[src/qcbm_pkg.sv]
// ---------------------------------------------------------------------------
// qcbm_pkg - shared types and constants for the bracket matcher
// Character codes, register indexes, status codes, scanner state encodings
// and the bracket partner lookup.
// ---------------------------------------------------------------------------
`default_nettype none

package qcbm_pkg;

    localparam int INDEX_W = 20;
    localparam int CFG_IDX_W = 3;
    localparam int CFG_DATA_W = 8;

    localparam logic [7:0] CH_LPAREN = 8'h28;
    localparam logic [7:0] CH_RPAREN = 8'h29;
    localparam logic [7:0] CH_LBRACE = 8'h7B;
    localparam logic [7:0] CH_RBRACE = 8'h7D;
    localparam logic [7:0] CH_LBRACK = 8'h5B;
    localparam logic [7:0] CH_RBRACK = 8'h5D;
    localparam logic [7:0] CH_DQUOTE = 8'h22;
    localparam logic [7:0] CH_SQUOTE = 8'h27;
    localparam logic [7:0] CH_SLASH  = 8'h2F;
    localparam logic [7:0] CH_STAR   = 8'h2A;

    typedef enum logic [CFG_IDX_W-1:0] {
        REG_SCAN_BACKWARD    = 3'd0,
        REG_EXPECTED_PARTNER = 3'd1,
        REG_ALLOW_MISMATCH   = 3'd2,
        REG_ALLOW_EARLY_STOP = 3'd3,
        REG_C_COMMENTS_ON    = 3'd4
    } reg_idx_t;

    typedef enum logic [1:0] {
        ST_OK         = 2'd0,
        ST_MISMATCH   = 2'd1,
        ST_UNBALANCED = 2'd2,
        ST_STOPPED    = 2'd3
    } status_t;

    typedef enum logic [2:0] {
        QUOTE_NONE   = 3'b001,
        QUOTE_DOUBLE = 3'b010,
        QUOTE_SINGLE = 3'b100
    } quote_t;

    typedef enum logic [2:0] {
        CMT_UNKNOWN = 3'b001,
        CMT_INSIDE  = 3'b010,
        CMT_OUTSIDE = 3'b100
    } cmt_t;

    typedef struct packed {
        logic       scan_backward;
        logic [7:0] expected_partner;
        logic       allow_mismatch;
        logic       allow_early_stop;
        logic       c_comments_on;
    } cfg_t;

    typedef struct packed {
        logic [7:0] text_char;
        logic [7:0] char_before;
        logic [7:0] char_after;
        logic       odd_backslashes;
        logic       at_column_zero;
        logic       end_of_text;
    } item_t;

    typedef struct packed {
        logic    relevant;
        logic    fire;
        status_t status;
        logic    position_valid;
    } step_res_t;

    // {found, partner}; found is low when the character is no bracket
    function automatic logic [8:0] partner_of(input logic [7:0] ch);
        logic [8:0] res;
        unique case (ch)
            CH_LPAREN: res = {1'b1, CH_RPAREN};
            CH_RPAREN: res = {1'b1, CH_LPAREN};
            CH_LBRACE: res = {1'b1, CH_RBRACE};
            CH_RBRACE: res = {1'b1, CH_LBRACE};
            CH_LBRACK: res = {1'b1, CH_RBRACK};
            CH_RBRACK: res = {1'b1, CH_LBRACK};
            default:   res = 9'd0;
        endcase
        return res;
    endfunction

endpackage

`default_nettype wire

[src/qcbm_step.sv]
// ---------------------------------------------------------------------------
// qcbm_step - per-character scanner update
// Classifies one character and computes the next comment, quote and nesting
// state, and whether the character ends the search.
// ---------------------------------------------------------------------------
`default_nettype none

module qcbm_step #(
    parameter int MAX_NEST = 65535
) (
    input  var qcbm_pkg::cfg_t                    cfg,
    input  var qcbm_pkg::item_t                   item,
    input  wire logic [$clog2(MAX_NEST+1)-1:0]    count_in,
    input  var qcbm_pkg::quote_t                  quote_in,
    input  var qcbm_pkg::cmt_t                    cmt_in,
    input  wire logic [7:0]                       last_char_in,
    output logic [$clog2(MAX_NEST+1)-1:0]         count_out,
    output qcbm_pkg::quote_t                      quote_out,
    output qcbm_pkg::cmt_t                        cmt_out,
    output logic [7:0]                            last_char_out,
    output qcbm_pkg::step_res_t                   res
);

    localparam int NEST_W = $clog2(MAX_NEST + 1);
    localparam logic [NEST_W-1:0] NEST_MAX = NEST_W'(MAX_NEST);

    logic       is_open;
    logic       is_close;
    logic       is_dq;
    logic       is_sq;
    logic       is_slash;
    logic [8:0] partner;

    assign is_open  = (item.text_char == qcbm_pkg::CH_LPAREN) ||
                      (item.text_char == qcbm_pkg::CH_LBRACE) ||
                      (item.text_char == qcbm_pkg::CH_LBRACK);
    assign is_close = (item.text_char == qcbm_pkg::CH_RPAREN) ||
                      (item.text_char == qcbm_pkg::CH_RBRACE) ||
                      (item.text_char == qcbm_pkg::CH_RBRACK);
    assign is_dq    = item.text_char == qcbm_pkg::CH_DQUOTE;
    assign is_sq    = item.text_char == qcbm_pkg::CH_SQUOTE;
    assign is_slash = item.text_char == qcbm_pkg::CH_SLASH;
    assign partner  = qcbm_pkg::partner_of(cfg.expected_partner);

    always_comb begin
        logic             fwd;
        logic             marker;
        logic             up;
        logic             early;
        logic             ok;
        qcbm_pkg::cmt_t   cmt_new;
        qcbm_pkg::quote_t q_hit;

        fwd     = !cfg.scan_backward;
        marker  = 1'b0;
        up      = 1'b0;
        early   = 1'b0;
        ok      = 1'b0;
        cmt_new = cmt_in;
        q_hit   = is_dq ? qcbm_pkg::QUOTE_DOUBLE : qcbm_pkg::QUOTE_SINGLE;

        count_out          = count_in;
        quote_out          = quote_in;
        cmt_out            = cmt_in;
        last_char_out      = last_char_in;
        res.relevant       = is_open || is_close || is_dq ||
                             (cfg.c_comments_on && (is_slash || is_sq));
        res.fire           = 1'b0;
        res.status         = qcbm_pkg::ST_OK;
        res.position_valid = 1'b0;

        if (res.relevant && !item.odd_backslashes) begin
            last_char_out = item.text_char;

            if (quote_in == qcbm_pkg::QUOTE_NONE && is_slash) begin
                if (!item.at_column_zero && item.char_before == qcbm_pkg::CH_STAR) begin
                    cmt_new = fwd ? qcbm_pkg::CMT_OUTSIDE : qcbm_pkg::CMT_INSIDE;
                    marker  = 1'b1;
                end else if (item.char_after == qcbm_pkg::CH_STAR) begin
                    cmt_new = fwd ? qcbm_pkg::CMT_INSIDE : qcbm_pkg::CMT_OUTSIDE;
                    marker  = 1'b1;
                end
                if (marker && cmt_new == qcbm_pkg::CMT_OUTSIDE &&
                    cmt_in == qcbm_pkg::CMT_UNKNOWN) begin
                    count_out = '0;
                end
                cmt_out = cmt_new;
            end

            if (cmt_out != qcbm_pkg::CMT_INSIDE) begin
                if (is_dq || is_sq) begin
                    if (quote_in == q_hit) begin
                        quote_out = qcbm_pkg::QUOTE_NONE;
                    end else if (quote_in == qcbm_pkg::QUOTE_NONE) begin
                        quote_out = q_hit;
                    end
                end
                if (quote_out == qcbm_pkg::QUOTE_NONE && (is_open || is_close)) begin
                    up    = is_open ? fwd : !fwd;
                    early = is_open && item.at_column_zero && cfg.allow_early_stop;
                    if (up) begin
                        if (count_out != NEST_MAX) begin
                            count_out = count_out + 1'b1;
                        end
                    end else if (count_out == '0) begin
                        ok                 = partner[8] && (item.text_char == partner[7:0]);
                        early              = 1'b0;
                        res.fire           = 1'b1;
                        res.status         = ok ? qcbm_pkg::ST_OK : qcbm_pkg::ST_MISMATCH;
                        res.position_valid = ok || cfg.allow_mismatch;
                    end else begin
                        count_out = count_out - 1'b1;
                    end
                    if (early) begin
                        res.fire           = 1'b1;
                        res.status         = qcbm_pkg::ST_STOPPED;
                        res.position_valid = 1'b0;
                    end
                end
            end
        end
    end

endmodule

`default_nettype wire

[src/quote_comment_aware_bracket_matcher.sv]
// ---------------------------------------------------------------------------
// quote_comment_aware_bracket_matcher - streaming bracket matcher
// Scans text one character per word, tracking nesting, quotes and C-style
// comments, and reports where the current nesting level closes.
//
//   channel | ports      | direction | word
//   --------+------------+-----------+----------------------------------
//   input   | s_*        | in        | character with context flags
//   result  | m_*        | out       | status, found flag, index, char
//   config  | cfg_*      | in        | register write, index + data
//
// One character word per cycle while the result side does not stall; an
// accepted word waits in the input register, then its result goes to the result
// register. The nesting, quote and comment state loop closes through the
// combinational scanner step. A stalled result holds the input register; the
// input side keeps taking words until that register is full. Reset clears the
// search state and loads the register defaults.
// ---------------------------------------------------------------------------
`default_nettype none

module quote_comment_aware_bracket_matcher #(
    parameter int              MAX_NEST  = 65535,
    parameter longint unsigned MAX_ITEMS = 1048576
) (
    input  wire logic                              aclk,
    input  wire logic                              aresetn,

    input  wire logic                              cfg_we,
    input  wire logic [qcbm_pkg::CFG_IDX_W-1:0]    cfg_index,
    input  wire logic [qcbm_pkg::CFG_DATA_W-1:0]   cfg_wdata,

    input  wire logic                              s_valid,
    output logic                                   s_ready,
    input  wire logic [7:0]                        s_text_char,
    input  wire logic [7:0]                        s_char_before,
    input  wire logic [7:0]                        s_char_after,
    input  wire logic                              s_odd_backslashes,
    input  wire logic                              s_at_column_zero,
    input  wire logic                              s_end_of_text,

    output logic                                   m_valid,
    input  wire logic                              m_ready,
    output logic [1:0]                             m_match_status,
    output logic                                   m_position_valid,
    output logic [qcbm_pkg::INDEX_W-1:0]           m_match_index,
    output logic [7:0]                             m_final_char
);

    localparam int NEST_W = $clog2(MAX_NEST + 1);
    localparam int ITEM_W = $clog2(MAX_ITEMS);
    localparam logic [ITEM_W:0] ITEM_WRAP = (ITEM_W + 1)'(MAX_ITEMS);

    qcbm_pkg::cfg_t       cfg_reg;
    qcbm_pkg::item_t      in_item_reg;
    logic                 in_valid_reg;

    logic [NEST_W-1:0]    count_reg;
    qcbm_pkg::quote_t     quote_reg;
    qcbm_pkg::cmt_t       cmt_reg;
    logic [7:0]           last_char_reg;
    logic [ITEM_W-1:0]    item_cnt_reg;
    logic [ITEM_W-1:0]    last_hit_reg;

    logic                 m_valid_reg;
    qcbm_pkg::status_t    status_reg;
    logic                 pos_valid_reg;
    logic [qcbm_pkg::INDEX_W-1:0] index_reg;
    logic [7:0]           final_char_reg;

    logic [NEST_W-1:0]    count_next;
    qcbm_pkg::quote_t     quote_next;
    qcbm_pkg::cmt_t       cmt_next;
    logic [7:0]           last_char_next;
    logic [ITEM_W:0]      item_cnt_inc;
    logic [ITEM_W-1:0]    item_cnt_next;
    qcbm_pkg::step_res_t  step_res;

    logic                 advance;
    logic                 out_load;
    logic                 eot;
    logic [ITEM_W+qcbm_pkg::INDEX_W-1:0] cur_idx_wide;
    logic [ITEM_W+qcbm_pkg::INDEX_W-1:0] hit_idx_wide;

    qcbm_step #(
        .MAX_NEST (MAX_NEST)
    ) u_step (
        .cfg           (cfg_reg),
        .item          (in_item_reg),
        .count_in      (count_reg),
        .quote_in      (quote_reg),
        .cmt_in        (cmt_reg),
        .last_char_in  (last_char_reg),
        .count_out     (count_next),
        .quote_out     (quote_next),
        .cmt_out       (cmt_next),
        .last_char_out (last_char_next),
        .res           (step_res)
    );

    assign advance  = in_valid_reg && (!m_valid_reg || m_ready);
    assign eot      = in_item_reg.end_of_text;
    assign out_load = advance && (eot || step_res.fire);
    assign s_ready  = !in_valid_reg || advance;

    assign item_cnt_inc  = {1'b0, item_cnt_reg} + 1'b1;
    assign item_cnt_next = (item_cnt_inc == ITEM_WRAP) ? '0 : item_cnt_inc[ITEM_W-1:0];
    assign cur_idx_wide  = {{qcbm_pkg::INDEX_W{1'b0}}, item_cnt_reg};
    assign hit_idx_wide  = {{qcbm_pkg::INDEX_W{1'b0}}, last_hit_reg};

    always_ff @(posedge aclk) begin
        if (!aresetn) begin
            cfg_reg.scan_backward    <= 1'b0;
            cfg_reg.expected_partner <= qcbm_pkg::CH_LPAREN;
            cfg_reg.allow_mismatch   <= 1'b0;
            cfg_reg.allow_early_stop <= 1'b0;
            cfg_reg.c_comments_on    <= 1'b1;
        end else if (cfg_we) begin
            unique case (qcbm_pkg::reg_idx_t'(cfg_index))
                qcbm_pkg::REG_SCAN_BACKWARD:    cfg_reg.scan_backward    <= cfg_wdata[0];
                qcbm_pkg::REG_EXPECTED_PARTNER: cfg_reg.expected_partner <= cfg_wdata;
                qcbm_pkg::REG_ALLOW_MISMATCH:   cfg_reg.allow_mismatch   <= cfg_wdata[0];
                qcbm_pkg::REG_ALLOW_EARLY_STOP: cfg_reg.allow_early_stop <= cfg_wdata[0];
                qcbm_pkg::REG_C_COMMENTS_ON:    cfg_reg.c_comments_on    <= cfg_wdata[0];
                default: begin
                end
            endcase
        end
    end

    always_ff @(posedge aclk) begin
        if (!aresetn) begin
            in_valid_reg <= 1'b0;
        end else if (s_ready) begin
            in_valid_reg <= s_valid;
        end
    end

    always_ff @(posedge aclk) begin
        if (s_ready && s_valid) begin
            in_item_reg.text_char       <= s_text_char;
            in_item_reg.char_before     <= s_char_before;
            in_item_reg.char_after      <= s_char_after;
            in_item_reg.odd_backslashes <= s_odd_backslashes;
            in_item_reg.at_column_zero  <= s_at_column_zero;
            in_item_reg.end_of_text     <= s_end_of_text;
        end
    end

    always_ff @(posedge aclk) begin
        if (!aresetn || out_load) begin
            count_reg     <= '0;
            quote_reg     <= qcbm_pkg::QUOTE_NONE;
            cmt_reg       <= qcbm_pkg::CMT_UNKNOWN;
            last_char_reg <= '0;
            item_cnt_reg  <= '0;
            last_hit_reg  <= '0;
        end else if (advance) begin
            count_reg     <= count_next;
            quote_reg     <= quote_next;
            cmt_reg       <= cmt_next;
            last_char_reg <= last_char_next;
            item_cnt_reg  <= item_cnt_next;
            if (step_res.relevant) begin
                last_hit_reg <= item_cnt_reg;
            end
        end
    end

    always_ff @(posedge aclk) begin
        if (!aresetn) begin
            m_valid_reg <= 1'b0;
        end else if (out_load) begin
            m_valid_reg <= 1'b1;
        end else if (m_ready) begin
            m_valid_reg <= 1'b0;
        end
    end

    always_ff @(posedge aclk) begin
        if (out_load) begin
            if (eot) begin
                status_reg     <= qcbm_pkg::ST_UNBALANCED;
                pos_valid_reg  <= 1'b0;
                index_reg      <= hit_idx_wide[qcbm_pkg::INDEX_W-1:0];
                final_char_reg <= last_char_reg;
            end else begin
                status_reg     <= step_res.status;
                pos_valid_reg  <= step_res.position_valid;
                index_reg      <= cur_idx_wide[qcbm_pkg::INDEX_W-1:0];
                final_char_reg <= in_item_reg.text_char;
            end
        end
    end

    assign m_valid          = m_valid_reg;
    assign m_match_status   = status_reg;
    assign m_position_valid = pos_valid_reg;
    assign m_match_index    = index_reg;
    assign m_final_char     = final_char_reg;

    a_found_only_ok_or_mismatch: assert property (@(posedge aclk) disable iff (!aresetn)
        m_valid && m_position_valid |->
            (m_match_status == qcbm_pkg::ST_OK) || (m_match_status == qcbm_pkg::ST_MISMATCH))
        else $error("position flagged on unbalanced or stopped result");

    a_ok_is_found: assert property (@(posedge aclk) disable iff (!aresetn)
        m_valid && (m_match_status == qcbm_pkg::ST_OK) |-> m_position_valid)
        else $error("ok result without position");

    a_clear_after_result: assert property (@(posedge aclk) disable iff (!aresetn)
        out_load |=> (count_reg == '0) && (item_cnt_reg == '0) &&
                     (quote_reg == qcbm_pkg::QUOTE_NONE) && m_valid_reg)
        else $error("search state not cleared after result");

endmodule

`default_nettype wire
[config.mk]
export PLATFORM = sky130hd
export DESIGN_NAME = quote_comment_aware_bracket_matcher
export DESIGN_NICKNAME = d
export VERILOG_FILES = /design/src/qcbm_pkg.sv /design/src/qcbm_step.sv /design/src/quote_comment_aware_bracket_matcher.sv
export SDC_FILE = /design/constraint.sdc
export NUM_CORES = 1
export LEC_CHECK = 0
export ABC_AREA = 0
export BUFFER_PORTS_ARGS = -buffer_cell sky130_fd_sc_hd__buf_2
export CORE_AREA = 4 4 118 120
export CTS_CLUSTER_SIZE = 28
export DETAILED_ROUTE_END_ITERATION = 16
export DIE_AREA = 0 0 122 124
export PLACE_DENSITY = 0.73
export SLEW_MARGIN = 30
export SYNTH_ARGS = -nofsm -noshare
export SYNTH_HDL_FRONTEND = slang
export SYNTH_SLANG_ARGS = --single-unit
[constraint.sdc]
create_clock -name aclk -period 5.35 [get_ports aclk]
set_input_delay 0.2675 -clock aclk [delete_from_list [all_inputs] [get_ports aclk]]
set_output_delay 0.2675 -clock aclk [all_outputs]
set_load 0.05 [all_outputs]
# Yosys cells after proc, flatten, opt, wreduce, memory -nomap -nowiden
# Cells that the tools add are included.
# totals
reg_bits	142
input_bits	43
output_inout_bits	33
word_cells	152
# classes
n_addsub	3
eq_ne	30
mux	45
n_bitwise	4
reduce_logical	46
# op_table
operator	count
16-bit 2-to-1 mux	8
8-bit by 6-bit equality test with 1-bit output, second input constant	9
8-bit by 7-bit equality test with 1-bit output, second input constant	8
9-bit case mux with 6 select lines	1
3-bit 2-to-1 mux	14
20-bit 2-to-1 mux	2
4-bit 2-to-1 mux	6
20-bit by 1-bit adder with 21-bit output, second input constant	1
21-bit equality test, second input constant	1
16-bit by 1-bit adder with 16-bit output, second input constant	1
16-bit logical NOT	1
16-bit inequality test, second input constant	1
16-bit by 1-bit subtractor with 16-bit output, second input constant	1
1-bit logical OR	14
2-bit AND reduction	7
1-bit logical AND	13
1-bit 2-to-1 mux	13
3-bit by 1-bit equality test with 1-bit output, second input constant	4
8-bit equality test	1
8-bit 2-to-1 mux	1
7-bit OR reduction	1
3-bit by 2-bit equality test with 1-bit output, second input constant	2
3-bit equality test, second input constant	2
1-bit logical NOT	6
7 further kinds	10

# Longest topological paths before layout
# Gate-level depths: netlist (run 1).
# depth
ltp_word	27
ltp_mapped	17
depth_no_buf	14

# Cells and area by module
# Synthesis (run 1) repeated with hierarchy kept, for this count alone.
# hier_totals
hier_cells	764
hier_area_um2	7514.7
# modules_own_cells
mod	n_inst	cells_each	area_per_inst_um2	seq_area_each_um2
quote_comment_aware_bracket_matcher	1	477	5610.4	3423.3
qcbm_step	1	287	1904.3	0.0

# Worst setup path before layout (run 1)
# Ideal clock, no wire load.
# synth_path
kind	register -> register
startpoint	register quote_reg[1]
endpoint	register final_char_reg[0], in the netlist m_final_char[0], enable pin
setup_ns	0.419
t_arrival_ns	4.334
t_required_ns	4.931
path_slack_ns	0.596
stages_incl_launch_ff	15
n_path_buf	1
synth_period_minus_slack_ns	4.754
cell_sequence	dfxtp_1 or3b_1 or4_4 nor4b_4 buf_6 nand2_1 nand2_1 ha_1 nor3b_1 nand2_1 nor2_1 a31oi_1 o21ai_0 a21oi_1 nor2_1
# synth_between
elab_chain_len	16
elab_cells_between_ends	29
classes_between	eq/ne (4); mux (20); reduce/logical (5)
# synth_lines
element	line	text
start: declaration	quote_comment_aware_bracket_matcher.sv:58	qcbm_pkg::quote_t quote_reg;
start signal: assignment	quote_comment_aware_bracket_matcher.sv:152	quote_reg <= qcbm_pkg::QUOTE_NONE;
start signal: assignment	quote_comment_aware_bracket_matcher.sv:159	quote_reg <= quote_next;
3-bit by 1-bit equality test with 1-bit output	qcbm_step.sv:75, qcbm_step.sv:94	
1-bit logical AND	qcbm_step.sv:75	if (quote_in == qcbm_pkg::QUOTE_NONE && is_slash) begin
16-bit 2-to-1 mux	qcbm_step.sv:75	
16-bit 2-to-1 mux	qcbm_step.sv:72	if (res.relevant && !item.odd_backslashes) begin
16-bit logical NOT	qcbm_step.sv:105	end else if (count_out == '0) begin
1-bit 2-to-1 mux	qcbm_step.sv:105	
1-bit 2-to-1 mux	qcbm_step.sv:101	if (up) begin
1-bit 2-to-1 mux	qcbm_step.sv:98	if (quote_out == qcbm_pkg::QUOTE_NONE && (is_open || is_close)) begin
1-bit 2-to-1 mux	qcbm_step.sv:90	if (cmt_out != qcbm_pkg::CMT_INSIDE) begin
1-bit 2-to-1 mux	qcbm_step.sv:72	
4-bit 2-to-1 mux	qcbm_step.sv:114	if (early) begin
4-bit 2-to-1 mux	qcbm_step.sv:98	
4-bit 2-to-1 mux (*)	qcbm_step.sv:90	
4-bit 2-to-1 mux (*)	qcbm_step.sv:72	
1-bit logical OR (*)	quote_comment_aware_bracket_matcher.sv:102	assign out_load = advance && (eot || step_res.fire);
1-bit logical AND (*)	quote_comment_aware_bracket_matcher.sv:102	
via out_load	quote_comment_aware_bracket_matcher.sv:79	logic out_load;
end signal: assignment	quote_comment_aware_bracket_matcher.sv:185	final_char_reg <= last_char_reg;
end signal: assignment	quote_comment_aware_bracket_matcher.sv:190	final_char_reg <= in_item_reg.text_char;
end: declaration	quote_comment_aware_bracket_matcher.sv:68	logic [7:0] final_char_reg;
# The timed path passes the listed nets; every way through them passes the cells marked *. The select of a mux whose other input is x is not followed.
# A chain may end at the register's enable or synchronous reset.

# Worst setup path in the final report (run 1)
# layout_path
startpoint	register in_item_reg[13] (netlist name)
endpoint	register item_cnt_reg[3]
# layout_between
elab_chain_len	24
elab_cells_between_ends	32
classes_between	eq/ne (3); mux (22); reduce/logical (7)
# layout_lines
element	line	text
start: declaration	quote_comment_aware_bracket_matcher.sv:54	qcbm_pkg::item_t in_item_reg;
8-bit by 6-bit equality test with 1-bit output (*)	qcbm_step.sv:76	if (!item.at_column_zero && item.char_before == qcbm_pkg::CH_STAR) begin
1-bit logical AND (*)	qcbm_step.sv:76	
3-bit 2-to-1 mux	qcbm_step.sv:76	
3-bit 2-to-1 mux	qcbm_step.sv:75	
3-bit 2-to-1 mux	qcbm_step.sv:72	
3-bit equality test	qcbm_step.sv:83	if (marker && cmt_new == qcbm_pkg::CMT_OUTSIDE &&
1-bit logical AND (2 in series)	qcbm_step.sv:83	
16-bit 2-to-1 mux	qcbm_step.sv:83	
[7 not listed]	n/a	
1-bit 2-to-1 mux	qcbm_step.sv:72	
4-bit 2-to-1 mux	qcbm_step.sv:114	
4-bit 2-to-1 mux	qcbm_step.sv:98	
4-bit 2-to-1 mux (*)	qcbm_step.sv:90	
4-bit 2-to-1 mux (*)	qcbm_step.sv:72	
1-bit logical OR (*)	quote_comment_aware_bracket_matcher.sv:102	
1-bit logical AND (*)	quote_comment_aware_bracket_matcher.sv:102	
1-bit logical OR (*)	quote_comment_aware_bracket_matcher.sv:150	if (!aresetn || out_load) begin
end signal: assignment	quote_comment_aware_bracket_matcher.sv:162	item_cnt_reg <= item_cnt_next;
end: declaration	quote_comment_aware_bracket_matcher.sv:61	logic [ITEM_W-1:0] item_cnt_reg;
# Mark *: on every way between the ends. The rest lies on a longest branch, timed or not. The select of a mux whose other input is x is not followed.

==> results of run 1 <==
[through the flow]
stage	setup slack, ns	util, %	hold WS [ns]	total power, W	area [µm²]
2_1_floorplan	0.596	-	0.366	0.00128	6700
3_3_place_gp	1.03	55.3	0.415	0.00132	7180
3_5_place_dp	0.803	55.3	0.421	0.00132	7180
4_1_cts	0.761	59.7	0.00890	0.00242	7740
5_1_grt	0.0864	59.7	0.00281	0.00249	7740
6_report	0.705	59.7	0.0269	0.00240	7740
[cell usage in the layout (no fill, tap or decap), drive strengths merged, types with 13 or more instances in the layout]
cell,count
edfxtp,58
mux2i,26
o21ai,15
nand2,83
nand3,30
mux2,29
xor2,20
dfxtp,84
nor2,81
a21oi,25
xnor2,19
clkbuf,23
buf,82
nor3,13
[synthesized netlist by cell type, types with 8 or more instances]
library cell and instances:
a21boi_0 10, mux2i_1 26, and3_1 8, o21ai_0 9
edfxtp_1 58, inv_1 8, a21oi_1 25, nor3_1 11
xor2_1 20, nand3_1 30, nor2_1 80, dfxtp_1 84
nand4_1 11, mux2_2 28, nand2_1 82, xnor2_1 18
clkbuf_1 14
[power groups by stage]
stage / registers (W) / clock network [W] / logic (W)
final: 0.00117 / 0.00111 / 0.000129
after global routing: 0.00117 / 0.00118 / 0.000140
after CTS: 0.00117 / 0.00112 / 0.000131
after detailed placement: 0.00119 / 0 / 0.000130
after global placement: 0.00119 / 0 / 0.000128
after floorplan: 0.00121 / 0 / 0.0000668
[kinds of logic after synthesis]
family	Yosys count	synth area share (%)
simple gates	285	21.9
flops	142	51.1
compound gates	92	9.43
mux	55	8.82
xor+xnor	39	5.21
buf+inv	36	3.01
fa+ha+maj	3	0.560
[path summary, 6_finish.rpt]
kind	end	slack [ns]	start	cells after the start
worst max register to register	item_cnt_reg[3]	0.70	in_item_reg[13]	15
worst min register to register	last_char_reg[7]	0.43	last_char_reg[7]	2
worst min-delay path	in_item_reg[13]	0.03	s_char_before[2]	1
worst max-delay path	item_cnt_reg[3]	0.70	in_item_reg[13]	15
[layer usage]
layer  vias to the layer above  routed length, µm
met2                       153               6750
met5                         -                  0
li1                       2493                  -
met1                      2374               6370
met4                         0                223
met3                        22                680
[cell type report]
type | instances | share of cell area, %
clock buffer | 23 | 6.17
clock inverter | 9 | 1.11
inverter | 8 | 0.388
multi-input combinational | 474 | 39.8
sequential | 142 | 44.2
tap | 176 | 2.84
timing repair buffer | 82 | 5.53
==> reports/results.txt, run 1 <==
Worst-path clk slew - 0.06 ns
DRC viols - 0
Internal - 0.00187 W
non-filler cells in the finished layout - 914
total number of yosys warnings - 0
largest net degree at the start of global routing - 50
input/output buffers - 75
Ports - 76
RD Place Congestion - 0.902
total gr overflow - 0
Critical Path AT - 4.92 ns
largest area contributor in the synthesized netlist - edfxtp_1
fill count - 1,081
met2 Usage GRT - 32.3%
Worst Tran Pin Value - 0.898 ns
nets - 771
Rows - 42
Post-CTS Setup Inserts - 0
number of synthesized flops with an enable pin - 58
die height - 124 µm
gr busiest metal - met2
Final HPWL DP - 9.78 mm
Area contributors post-synth - edfxtp_1 26%, dfxtp_1 25%, mux2_2 4.7%
DRT iter0 DRCs - 359
Tcrit/Tclk final - 86.8%
register area - 3420 µm²
power share of the clock group - 46.0%
endpoints failing setup - 0
drt wl/cell - 15.3 µm
register area share after synthesis - 51.1%
Sequential Power Share - 48.6%
post-synth cell types - 72
Clock Latency Late Sink - 0.41 ns
share of cells above drive strength 1 - 22.6%
initial antenna violation count - 0
fraction of registers with async set/reset - 0%
WP data required - 5.63 ns
DIE WIDTH - 122 µm
clk root buf - clkbuf_16
number of detailed-route iterations in the first pass - 7
crit path kind - reg -> reg
multi-input logic area - 3080 µm²
setup_tns - 0 ns
n_diodes - 0
Cells after DPL - 882
vias in the first global route - 4,957
max-cap violation count - 0
Max transition margin - 38.4%
Sw Share - 22.1%
ys flop type - dfxtp_1
Mapped Area - 6700 µm²
CP Max Fanout - 49
unrepaired setup endpoints after global routing - false
via count - 5,042
CTS resizes - 0
CTS tree - done
max FFs per register - 26
antenna-violating nets left - 0
Worst Skew - 0.00780 ns
Critical Path End Type - register
clock sinks - 142
met3 Use GR - 5.77%
Slowest cell on crit path - mux2i_1
Starting Density - 51.6%
drt via density - 5.52
Comb pwr share - 5.4%
kind of cell adding the most delay to the critical path - simple AND/OR/NAND/NOR gates
die area - 15,100 µm²
Post-CTS Hold Buffers - 0
GR Layer Usage met1 - 24.6%
H-Tree Depth - 4
Pwr per Cell Area - 310 nW/µm²
flops & latches, synth - 142
Mapped Cells - 652
CP peak stage delay - 0.77 ns
CP Buf/Inv Count - 1
critical path, cell by cell - nor4bb_1 -> nand3_1 -> mux2i_1 -> nand2_1 -> nand2_1 -> ha_1 -> nor3b_1 -> nand2_1 -> nor2_1 -> a31oi_1 -> o21ai_0 -> a21oi_1 -> o21ai_4 -> buf_4 -> nor2_1
total wire length - 14.0 mm
crit path time final - 4.65 ns
core footprint - 13,000 µm²
Setup crit start kind - register
Synth Area per Inst - 10.3 µm²
Max Root-Sink Buffers - 2
Highest Clock Rate - 215 MHz
Num CTS Buffers - 17
Final Max Tran Viols - 0
syn nets - 698
Global Route Usage Sum - 19.6%
Final Hold Vio Count - 0
NetSw - 0.000532 W
Synth-to-Final Area Change - 15.6%
HP Class - in -> reg
peak supply drop - 0.244 mV
cell mode on critical path - nand2_1
Leak - 2.78 nW
outcome - completed
global-route wire length before repair - 23.4 mm
area share of the largest cell type after synthesis - 26.0%
(Power assumes the default switching activity.)
==> run 2, diff against run 1 <==
--- a/config.mk
+++ b/config.mk
@@ -6,7 +6,7 @@
 export NUM_CORES = 1
 export LEC_CHECK = 0
 export ABC_AREA = 0
-export BUFFER_PORTS_ARGS = -buffer_cell sky130_fd_sc_hd__buf_2
+export BUFFER_PORTS_ARGS = -buffer_cell sky130_fd_sc_hd__clkbuf_2
 export CORE_AREA = 4 4 118 120
 export CTS_CLUSTER_SIZE = 28
 export DETAILED_ROUTE_END_ITERATION = 16
==> reports/results.txt, run 2 (same netlist as run 1, synthesis figures left out) <==
input/output buffers - 75
setup_tns - 0 ns
Max transition margin - 38.4%
final instance area - 7750 µm²
multi-input logic area - 3080 µm²
Post-CTS Setup Inserts - 0
WP data required - 5.42 ns
DRC viols - 0
Setup crit start kind - register
outcome - completed
total wire length - 13.9 mm
number of detailed-route iterations in the first pass - 5
via count - 5,107
Post-CTS Hold Buffers - 0
die area - 15,100 µm²
CTS resizes - 0
max-cap violation count - 0
Slowest cell on crit path - mux2i_1
critical path, cell by cell - nor4bb_1 -> nand3_1 -> mux2i_1 -> nand2_1 -> nand2_1 -> ha_1 -> nor3b_1 -> nand2_1 -> nor2_1 -> a31oi_1 -> o21ai_0 -> a21oi_1 -> nor2_2 -> buf_4
drt wl/cell - 15.1 µm
Highest Clock Rate - 218 MHz
largest net degree at the start of global routing - 42
peak supply drop - 0.223 mV
non-filler cells in the finished layout - 916
Final Hold Vio Count - 0
Final Max Tran Viols - 0
antenna-violating nets left - 0
vias in the first global route - 4,936
leading cell type in the layout, fill and taps excluded - dfxtp_1
register area - 3420 µm²
die height - 124 µm
fill count - 1,097
Ports - 76
CP peak stage delay - 0.77 ns
Max Root-Sink Buffers - 2
Worst Tran Pin Value - 0.899 ns
initial antenna violation count - 0
Starting Density - 51.6%
most frequent cells in the layout - 84 x dfxtp_1, 82 x nand2_1, 78 x nor2_1
CP Max Fanout - 31
Num CTS Buffers - 17
Worst Skew - 0.00845 ns
global-route wire length before repair - 23.4 mm
DRT iter0 DRCs - 300
RD Place Congestion - 0.867
clk root buf - clkbuf_16
Pwr per Cell Area - 307 nW/µm²
max FFs per register - 26
Final HPWL DP - 9.75 mm
Clock Latency Late Sink - 0.42 ns
clock sinks - 142
Global Route Usage Sum - 19.6%
crit path time final - 4.59 ns
Rows - 42
CTS tree - done
n_diodes - 0
cell mode on critical path - nand2_1
drt via density - 5.58
Tcrit/Tclk final - 85.9%
core footprint - 13,000 µm²
Cells after DPL - 882
crit path kind - reg -> reg
Worst-path clk slew - 0.06 ns
Synth-to-Final Area Change - 15.7%
H-Tree Depth - 4
unrepaired setup endpoints after global routing - false
DP Area - 7180 µm²
endpoints failing setup - 0
HP Class - in -> reg
total gr overflow - 0
nets - 773
Critical Path End Type - register
DIE WIDTH - 122 µm
Leak - 2.81 nW
share of cells above drive strength 1 - 22.4%
Critical Path AT - 4.67 ns
==> run 2: cell types whose count changed in the layout (fill, tap and decap cells not counted), moves of 2 or more <==
cell / delta
dlygate4sd3_1: +2
inv_6: +2
clkbuf_8: -3
buf_2: -75
clkbuf_2: +75
clkinv_4: -2
clkbuf_16: +2
==> run 2: routing by layer <==
| layer | wire [µm] | share of wire (%) | vias up | GRT usage, % |
|---|---|---|---|---|
| li1 | - | - | 2502 | - |
| met1 | 6160 | 44 | 2418 | 24.1 |
| met2 | 6770 | 49 | 158 | 32.9 |
| met3 | 676 | 4.9 | 29 | 5.04 |
| met4 | 252 | 1.8 | 0 | 7.84 |
| met5 | 0 | 0 | - | 0 |
==> run 2: through the flow <==
step                      utilization (%)  total power [W]  hold slack, ns  worst slack, ns
after global routing                 59.7          0.00247         0.00263            0.186
after detailed placement             55.3          0.00132           0.418            0.842
after floorplan                         -          0.00128           0.366            0.596
final                                59.7          0.00238          0.0244            0.757
after global placement               55.3          0.00132           0.413            0.960
after CTS                            59.6          0.00240         0.00149            0.810
==> run 2: area by class of cell <==
class | count | share of cell area [%]
sequential | 142 | 44.2
inverter | 8 | 0.387
timing repair buffer | 84 | 5.78
clock inverter | 9 | 0.791
multi-input combinational | 474 | 39.7
clock buffer | 23 | 6.33
tap | 176 | 2.84
==> run 2: worst max-delay path, delay by kind of cell, from the launching register on <==
kind	cells	cell delay, ns
fa+ha+maj	1	0.28
compound gates	3	0.53
simple gates	8	1.90
flops	1	0.37
mux	1	0.77
buf+inv	1	0.37
==> run 2: where the power goes <==
part	total (W)	internal, W	leakage, nW	switching (W)
sequential	0.00117	0.00115	1.21	0.0000165
clock	0.00108	0.000648	0.268	0.000437
combinational	0.000131	0.0000439	1.33	0.0000867
total	0.00238	0.00184	2.81	0.000540
==> run 2: final timing paths <==
path | start | endpoint | slack [ns] | cells after the start
worst max-delay path | in_item_reg[15] | m_final_char[6] | 0.76 | 14
worst min-delay path | s_end_of_text | eot | 0.02 | 1
worst max register to register | in_item_reg[15] | m_final_char[6] | 0.76 | 14
worst min register to register | last_char_reg[7] | last_char_reg[7] | 0.43 | 2
